## src/rtl/core/pulse_oximetry_beat_spo2_defines.svh

```systemverilog
// Assertion macros for the pulse oximetry beat and SpO2 block.
// Needs clk_i and rst_ni in the scope where the macros are used.
`ifndef PULSE_OXIMETRY_BEAT_SPO2_DEFINES_SVH
`define PULSE_OXIMETRY_BEAT_SPO2_DEFINES_SVH

// Same-cycle implication.
`define POX_ASSERT_IMP(lbl, ante, cons, msg) \
  lbl: assert property (@(posedge clk_i) disable iff (!rst_ni) (ante) |-> (cons)) \
    else $error(msg);

// Next-cycle implication.
`define POX_ASSERT_NXT(lbl, ante, cons, msg) \
  lbl: assert property (@(posedge clk_i) disable iff (!rst_ni) (ante) |=> (cons)) \
    else $error(msg);

`endif

```

## src/rtl/core/pox_pkg.sv

```systemverilog
// Shared widths, constants and types for the pulse oximetry block.
// No dependencies.
package pox_pkg;

  localparam int unsigned SAMPLE_W   = 18;
  localparam int unsigned SLOPE_W    = 25;
  localparam int unsigned PERIOD_W   = 16;
  localparam int unsigned SAT_W      = 15;
  localparam int unsigned TEMP_W     = 12;
  localparam int unsigned REFR_W     = 16;
  localparam int unsigned CFG_IDX_W  = 1;
  localparam int unsigned CFG_DATA_W = 16;

  // Running sums stay below 2**SUM_W for every supported window.
  localparam int unsigned SUM_W  = 27;
  localparam int unsigned MUL_W  = 29;
  localparam int unsigned PROD_W = SUM_W + MUL_W;

  localparam int unsigned SMOOTH_WIN_DEF = 4;
  localparam int unsigned BASE_WIN_DEF   = 32;
  localparam int unsigned PERIOD_WIN_DEF = 8;
  localparam int unsigned SPO2_WIN_DEF   = 8;
  localparam int unsigned DELAY_TAPS_DEF = 4;

  localparam logic [CFG_IDX_W-1:0] CFG_REFRACTORY = 1'd0;
  localparam logic [CFG_IDX_W-1:0] CFG_TEMP       = 1'd1;

  localparam logic [REFR_W-1:0] REFR_RESET = 16'd25;
  localparam logic [TEMP_W-1:0] TEMP_RESET = 12'd400;
  localparam int                TEMP_REF   = 400;

  localparam logic [13:0] SPO2_A   = 14'd10400;
  localparam logic [10:0] SPO2_B   = 11'd1700;
  localparam logic [13:0] SPO2_MIN = 14'd5000;
  localparam logic [13:0] SPO2_MAX = 14'd10000;

  // Quotient limits: above HI_Q the value clamps low, below LO_Q it clamps high.
  localparam int unsigned QUO_W = 15;
  localparam logic [QUO_W-1:0] HI_Q = 15'd5400;
  localparam logic [QUO_W-1:0] LO_Q = 15'd400;

  localparam int unsigned DC_W  = SAMPLE_W + 1;
  localparam int unsigned ND_W  = DC_W + SAMPLE_W;
  localparam int unsigned NUM_W = ND_W + 12;

  typedef struct packed {
    logic [SAMPLE_W-1:0]       sir;
    logic [SAMPLE_W-1:0]       sred;
    logic                      beat;
    logic signed [SLOPE_W-1:0] slope;
    logic [REFR_W-1:0]         since;
  } pox_item_t;

  typedef struct packed {
    logic full;
    logic empty;
  } pox_qstat_t;

endpackage

```

## src/rtl/core/pox_queue.sv

```systemverilog
// Two-entry queue between front and back parts.
// Depends on pox_pkg for the word type.
module pox_queue
  import pox_pkg::*;
(
  input  logic       clk_i,
  input  logic       rst_ni,
  input  logic       push_i,
  input  pox_item_t  item_i,
  input  logic       pop_i,
  output pox_item_t  item_o,
  output pox_qstat_t qstat_o
);

  pox_item_t  mem_q [2];
  logic       wr_q, rd_q;
  logic [1:0] cnt_q;

  assign qstat_o.full  = (cnt_q == 2'd2);
  assign qstat_o.empty = (cnt_q == 2'd0);
  assign item_o        = mem_q[rd_q];

  always_ff @(posedge clk_i or negedge rst_ni) begin
    if (!rst_ni) begin
      wr_q  <= 1'b0;
      rd_q  <= 1'b0;
      cnt_q <= '0;
    end else begin
      if (push_i) wr_q <= ~wr_q;
      if (pop_i) rd_q <= ~rd_q;
      if (push_i && !pop_i) cnt_q <= cnt_q + 1'b1;
      else if (pop_i && !push_i) cnt_q <= cnt_q - 1'b1;
    end
  end

  always_ff @(posedge clk_i) begin
    if (push_i) mem_q[wr_q] <= item_i;
  end

endmodule

```

## config.mk

```make
export PLATFORM = sky130hd
export DESIGN_NAME = pox_queue
export DESIGN_NICKNAME = d
export VERILOG_FILES = /design/src/rtl/core/pulse_oximetry_beat_spo2_defines.svh /design/src/rtl/core/pox_pkg.sv /design/src/rtl/core/pox_queue.sv
export SDC_FILE = /design/constraint.sdc
export NUM_CORES = 1
export LEC_CHECK = 0
export ABC_CLOCK_PERIOD_IN_PS = 5400
export BUFFER_PORTS_ARGS = -buffer_cell sky130_fd_sc_hd__buf_2
export CELL_PAD_IN_SITES_DETAIL_PLACEMENT = 2
export CELL_PAD_IN_SITES_GLOBAL_PLACEMENT = 2
export CORE_ASPECT_RATIO = 0.75
export CORE_MARGIN = 1
export CORE_UTILIZATION = 38
export CTS_CLUSTER_DIAMETER = 100
export CTS_CLUSTER_SIZE = 8
export DETAILED_ROUTE_END_ITERATION = 6
export PLACE_DENSITY = 0.78
export SYNTH_ARGS = -nofsm -noshare
export SYNTH_HDL_FRONTEND = slang
export SYNTH_SLANG_ARGS = --single-unit
```

## constraint.sdc

```tcl
create_clock -name clk_i -period 5.4 [get_ports clk_i]
set_input_delay 1.62 -clock clk_i [delete_from_list [all_inputs] [get_ports clk_i]]
set_output_delay 1.62 -clock clk_i [all_outputs]
set_load 0.01 [all_outputs]
```

==> metrics.yaml, run 1 <==
final_layout:
  drive_above_1_share_pct: 61.3
  nNetsFinal: 514
  antenna_cells: 0
  utilization_pct: 50.6
  layout_common_cells: "buf_2 (161), edfxtp_1 (156), mux2_2 (68), clkbuf_16 (17), mux2_4 (10)"
  syn_to_final_growth_pct: 27.5
  final_common_cell: "buf_2"
  n_fill_cell: 1362
timing:
  maxSlewHeadroom_pct: 23.8
  setup_ws_ns: 1.56
  period_minus_slack_ns: 3.84
  worst_pin_slew_ns: 1.14
  final.setup.tns_ns: 0
  hold_violations: 0
  setup_viol: 0
  max_freq_mhz: 261
  slew_viol_final: 0
  final.setup_skew_ns: 0.0112
  rsz0062_at_grt: "false"
  finalCritPeriodShare_pct: 71.1
  hold_ws_ns: 0.483
global_routing:
  grt_pass1_wl_um: 19200
  grt_max_degree: 80
  grt_pass1_vias: 3391
  grt_use_total_pct: 16.7
  antenna_found_initial: 0
  overflow: 0
clock_network:
  cts_resized: 0
  clkSinkCount: 160
  path_clk_slew_ns: 0.07
  cts_buffers: 17
  cts_setup_buffers: 0
  clockBufferDepth: 2
  root_buffer: "clkbuf_16"
  htree_levels: 4
  clkLatencyLatePin_ns: 0.41
  cts_hold_buf: 0
  cts_tree: "yes"
pwr:
  ir_drop_v: 0.000279
  power_density_nw_per_um2: 537
  p_leak_nw: 2.82
  finalPower_mw: 4.00
critical_path:
  startpoint_type: "flip-flop"
  crit_type: "reg2out"
  arrival_ns: 2.22
  path_max_fanout: 79
  cp.required_ns: 3.78
  end_kind: "output port"
drt:
  dr.pass1.iters: 4
  ant_nets: 0
  avgRoutedWirePerCell_um: 19.7
  vias_per_cell: 4.70
  num_vias: 3026
  drt_iter0_drc: 190
  finalWirelength_um: 12700
  drc: 0
synthesis:
  syn_inst: 259
  syn_nets: 342
  ys_warn_count: 0
  synthesis.area_um2: 5850
  syn_avg_cell_area_um2: 22.6
  yosysUniqueCellTypes: 13
  ys_seq_elements: 160
  seq_area_frac_synth_pct: 81.8
floorplanning:
  num_rows: 38
  die_area_um2: 15900
  core-area_um2: 14700
  die_h_um: 109
  die_w_um: 145
  start_util_pct: 39.7
  io_pins: 162
placed_design:
  routabilityCongestion: 0.733
  portBuffers: 161
  hpwl_um: 8230
  pre_cts_slack_ns: 1.95
job:
  maxCapViolations: 0
hold_path:
  hp-class: "reg2reg"
run_status:
  outcome: "finished clean"
==> power by group <==
group	internal (mW)	total (mW)	switching, mW
Combinational	0.502	0.979	0.477
Clock	0.688	1.18	0.496
Sequential	1.65	1.84	0.189
==> worst max-delay path, cell delays in order (launching register included) <==
cell and delay, ns:
dfrtp_4 1.18, mux2_2 0.44, buf_2 0.15
==> synthesized netlist by cell type, drive strengths merged <==
master  count  area, um2
dfrtp       4        100
buf         9       63.8
nor2b       2       12.5
xor2        4       35.0
xnor2       1       8.76
mux2       78        916
edfxtp    156       4680
nor2        2       7.51
and2        1       6.26
ha          1       12.5
inv         1       3.75
==> routing by layer <==
metal	vias to the layer above	part of all wire, %	GRT usage [%]
li1	1367	-	-
met1	1547	43	20.0
met2	110	51	28.5
met3	2	6.1	5.77
met4	0	0.11	5.64
met5	-	0	0
==> final cells by class <==
type | instances | area [um2] | area share (%)
clock buffers | 18 | 429 | 5.75
clock inverters | 14 | 153 | 2.05
inverters | 1 | 3.75 | 0.0503
multi-input cells | 89 | 1010 | 13.5
flip-flops and latches | 160 | 4790 | 64.2
well taps | 200 | 250 | 3.36
repair buffers | 162 | 826 | 11.1
==> sequential cells by signal, indices dropped and copies added, names as in the netlist <==
signal  count
cnt_q       2
wr_q        1
rd_q        1
mem_q     156
==> metrics by stage <==
stage	cells	instance area, um2
after detailed placement	612	6880
after CTS	644	7460
after global routing	644	7460
after global placement	612	6880
final	644	7460
after floorplan	259	5850
==> worst paths after layout <==
path	slack, ns	endpoint	depth (start not counted)	startpoint
setup / recovery	1.56	item_o[4]	2	rd_q
hold / removal	0.48	cnt_q[1]	1	cnt_q[1]
setup reg to reg	3.37	mem_q[0][20]	2	wr_q
hold reg to reg	0.48	cnt_q[1]	1	cnt_q[1]
max in group asynchronous	4.26	rd_q	1	rst_ni
min in group asynchronous	1.00	cnt_q[0]	1	rst_ni
==> logic make-up after synthesis <==
kind of cell	synth area share (%)
and+or+nand+nor	0.449
DFF	81.8
xor gates and xnor gates	0.748
buffers and inverters	1.15
muxes	15.7
adders and majority gates	0.214
No activity file was read; power rests on OpenSTA's default activity.
==> run 2, diff against run 1 <==
--- a/config.mk
+++ b/config.mk
@@ -5,17 +5,18 @@
 export SDC_FILE = /design/constraint.sdc
 export NUM_CORES = 1
 export LEC_CHECK = 0
-export ABC_CLOCK_PERIOD_IN_PS = 5400
+export ABC_AREA = 1
+export ABC_CLOCK_PERIOD_IN_PS = 3200
 export BUFFER_PORTS_ARGS = -buffer_cell sky130_fd_sc_hd__buf_2
 export CELL_PAD_IN_SITES_DETAIL_PLACEMENT = 2
 export CELL_PAD_IN_SITES_GLOBAL_PLACEMENT = 2
 export CORE_ASPECT_RATIO = 0.75
 export CORE_MARGIN = 1
-export CORE_UTILIZATION = 38
+export CORE_UTILIZATION = 34
 export CTS_CLUSTER_DIAMETER = 100
 export CTS_CLUSTER_SIZE = 8
 export DETAILED_ROUTE_END_ITERATION = 6
-export PLACE_DENSITY = 0.78
+export PLACE_DENSITY = 0.74
 export SYNTH_ARGS = -nofsm -noshare
 export SYNTH_HDL_FRONTEND = slang
 export SYNTH_SLANG_ARGS = --single-unit
==> constraint.sdc (replaced) <==
create_clock -name clk_i -period 3.2 [get_ports clk_i]
set_input_delay 0.96 -clock clk_i [delete_from_list [all_inputs] [get_ports clk_i]]
set_output_delay 0.96 -clock clk_i [all_outputs]
set_load 0.01 [all_outputs]
==> run 2 against run 1 <==
- combinational power increased by 85%
- clock-buffer cell count increased by 4
- hold slack lost 0.14 ns
- largest cell class unchanged
- clock power rose by 56%
- synthesized cell count is 3.5% higher
- flip-flop and latch count unchanged
- global-route usage is 1.7 points lower
==> metrics.yaml, run 2 <==
synthesis:
  yosysTopAreaCell: "edfxtp_1"
  ys_seq_elements: 160  # unchanged
  yosys.cell_count.top_type: "edfxtp_1"
  synth-edff-count: 156  # unchanged
  yosysUniqueCellTypes: 14  # +1
  syn_inst: 268  # +3.5%
  synthesis.area_um2: 5870  # +0.34%
  syn_avg_cell_area_um2: 21.9  # -3.0%
  seq_area_frac_synth_pct: 81.5  # -0.28 points
  ys.flop_type: "edfxtp_1"
  synth_commonest_cells: "edfxtp_1 (156), mux2_2 (68), mux2_4 (10), inv_1 (7), buf_2 (6)"
  syn_nets: 351  # +2.6%
  ys_warn_count: 0  # unchanged
  synth_top_cell_area_share_pct: 79.8  # -0.27 points
  synth-async-reset-ratio_pct: 2.50  # unchanged
  yosys-top-cells-area: "edfxtp_1 (80%), mux2_2 (13%), mux2_4 (2.6%)"
global_routing:
  antenna_found_initial: 1  # +1
  grt_pass1_vias: 3356  # -1.0%
  grt_use_total_pct: 15.0  # -1.7 points
  grt_pass1_wl_um: 19100  # -0.51%
  grt_max_degree: 41  # -49%
  overflow: 0  # unchanged
clock_network:
  cts_hold_buf: 0  # unchanged
  path_clk_slew_ns: 0.06  # about the same
  cts_resized: 0  # unchanged
  cts_setup_buffers: 0  # unchanged
  htree_levels: 4  # unchanged
  cts_tree: "yes"
  clockBufferDepth: 2  # unchanged
  root_buffer: "clkbuf_16"
  cts_buffers: 17  # unchanged
  clkSinkCount: 160  # unchanged
  clkLatencyLatePin_ns: 0.41  # about the same
drt:
  drt_iter0_drc: 190  # unchanged
  dr.pass1.iters: 4  # unchanged
  num_vias: 3077  # +1.7%
  drc: 0  # unchanged
  ant_nets: 0  # unchanged
  avgRoutedWirePerCell_um: 19.1  # -3.4%
  finalWirelength_um: 12800  # +0.95%
  vias_per_cell: 4.57  # -2.7%
floorplanning:
  core-area_um2: 16900  # +15%
  io_pins: 162  # unchanged
  num_rows: 41  # +7.9%
  start_util_pct: 34.8  # -4.9 points
  die_w_um: 154  # +5.8%
  die_h_um: 116  # +5.8%
  die_area_um2: 17800  # +12%
timing:
  period_minus_slack_ns: 2.92
  final.setup.tns_ns: 0  # unchanged
  rsz0062_at_grt: "false"
  hold_ws_ns: 0.344  # -0.139 ns
  worst_pin_slew_ns: 0.580  # -0.560 ns
  slew_viol_final: 0  # unchanged
  hold_violations: 0  # unchanged
  finalCritPeriodShare_pct: 91.3
  maxSlewHeadroom_pct: 61.3  # +38 points
  setup_viol: 0  # unchanged
  max_freq_mhz: 342
  setup_ws_ns: 0.280  # -1.28 ns
  final.setup_skew_ns: 0.00793  # -0.00329 ns
placed_design:
  portBuffers: 161  # unchanged
  pre_cts_slack_ns: 0.680  # -1.27 ns
  dp_cells: 641  # +4.7%
  hpwl_um: 8870  # +7.8%
  routabilityCongestion: 0.683  # -6.9%
critical_path:
  slowest_stage: "dfrtp_4"
  arrival_ns: 1.96  # -0.26 ns
  end_kind: "output port"
  cp.required_ns: 2.24  # -1.54 ns
  critPathMaxStageDelay_ns: 0.70  # -0.48 ns
  timing.rr.start: "wr_q"
  startpoint_type: "flip-flop"
  path_max_fanout: 38  # -52%
  r2r_slack_ns: 1.56  # -1.81 ns
  rr_worst_depth: 3  # +1
  timing.rr.end: "mem_q[1][63]"
  crit_chain: "buf_12 -> mux2_2 -> buf_2"
  crit_type: "reg2out"
final_layout:
  largest_reg_flops: 156  # unchanged
  layout.cells.non_filler: 673  # +4.5%
  n_fill_cell: 1617  # +19%
  final_common_cell: "buf_2"
  top_register: "mem_q"
  drive_above_1_share_pct: 60.0  # -1.3 points
  nNetsFinal: 528  # +2.7%
  syn_to_final_growth_pct: 27.7
  reg_top3: "mem_q x156, cnt_q x2"
  layout_common_cells: "buf_2 (161), edfxtp_1 (156), mux2_2 (68), clkbuf_16 (17), mux2_4 (10)"
pwr:
  ir_drop_v: 0.000353  # +27%
  power_density_nw_per_um2: 885  # +65%
  p_leak_nw: 2.87  # +1.6%
job:
  maxCapViolations: 0  # unchanged
hold_path:
  hp-class: "in2async"
run_status:
  outcome: "finished clean"
[run 2: how the worst max path moves through the flow]
stage / startpoint / to / slack (ns) / cells past startpoint
global placement: rd_q / item_o[6] / 0.70 / 3
CTS: rd_q / item_o[6] / 0.22 / 3
floorplan: push_i / mem_q[1][0] / 0.24 / 2
global route: rd_q / item_o[21] / 0.17 / 3
detailed placement: rd_q / item_o[6] / 0.68 / 3
finish: rd_q / item_o[30] / 0.28 / 3
[run 2: area by class of cell]
cell class | instances | area [um2] | share of cell area (%)
flip-flops and latches | 160 | 4790 | 63.8
clock inverters | 9 | 88.8 | 1.18
diodes | 1 | 2.50 | 0.0334
repair buffers | 167 | 876 | 11.7
multi-input cells | 92 | 1000 | 13.4
well taps | 215 | 269 | 3.59
clock buffers | 22 | 444 | 5.92
inverters | 7 | 27.5 | 0.367
[run 2: layer usage]
metal  GRT usage [%]  part of all wire (%)
met4            5.20                  0.97
met5               0                  0.10
met2            25.1                    50
met1            18.2                    43
met3            5.16                   6.2
[run 2: power breakdown]
| group | leakage (nW) | switching [mW] | internal [mW] |
|---|---|---|---|
| registers | 1.51 | 0.196 | 2.79 |
| logic | 1.10 | 0.941 | 0.872 |
| clock network | 0.262 | 0.776 | 1.07 |
[run 2: metrics by stage]
| stage | util, % | power, mW | instance area (um2) |
|---|---|---|---|
| 2_1_floorplan | - | 4.13 | 5880 |
| 3_3_place_gp | 41.3 | 4.79 | 6960 |
| 3_5_place_dp | 41.3 | 4.88 | 6960 |
| 4_1_cts | 44.4 | 6.77 | 7500 |
| 5_1_grt | 44.4 | 6.97 | 7500 |
| 6_report | 44.4 | 6.64 | 7500 |
[run 2: critical path: cells and delay by family (launching register included)]
kind	cells	cell delay, ns
muxes	1	0.38
buffers and inverters	2	0.43
DFF	1	0.70
[run 2: logic make-up (layout without fill, tap and decap cells)]
| logic type | Yosys count | after routing | synth area share, % |
|---|---|---|---|
| flops | 160 | 160 | 81.5 |
| buf+inv | 16 | 205 | 1.53 |
| fa+ha+maj | 1 | 1 | 0.213 |
| mux | 78 | 78 | 15.6 |
| simple gates | 10 | 10 | 0.703 |
| other cells | 0 | 1 | 0 |
| xor+xnor | 3 | 3 | 0.448 |
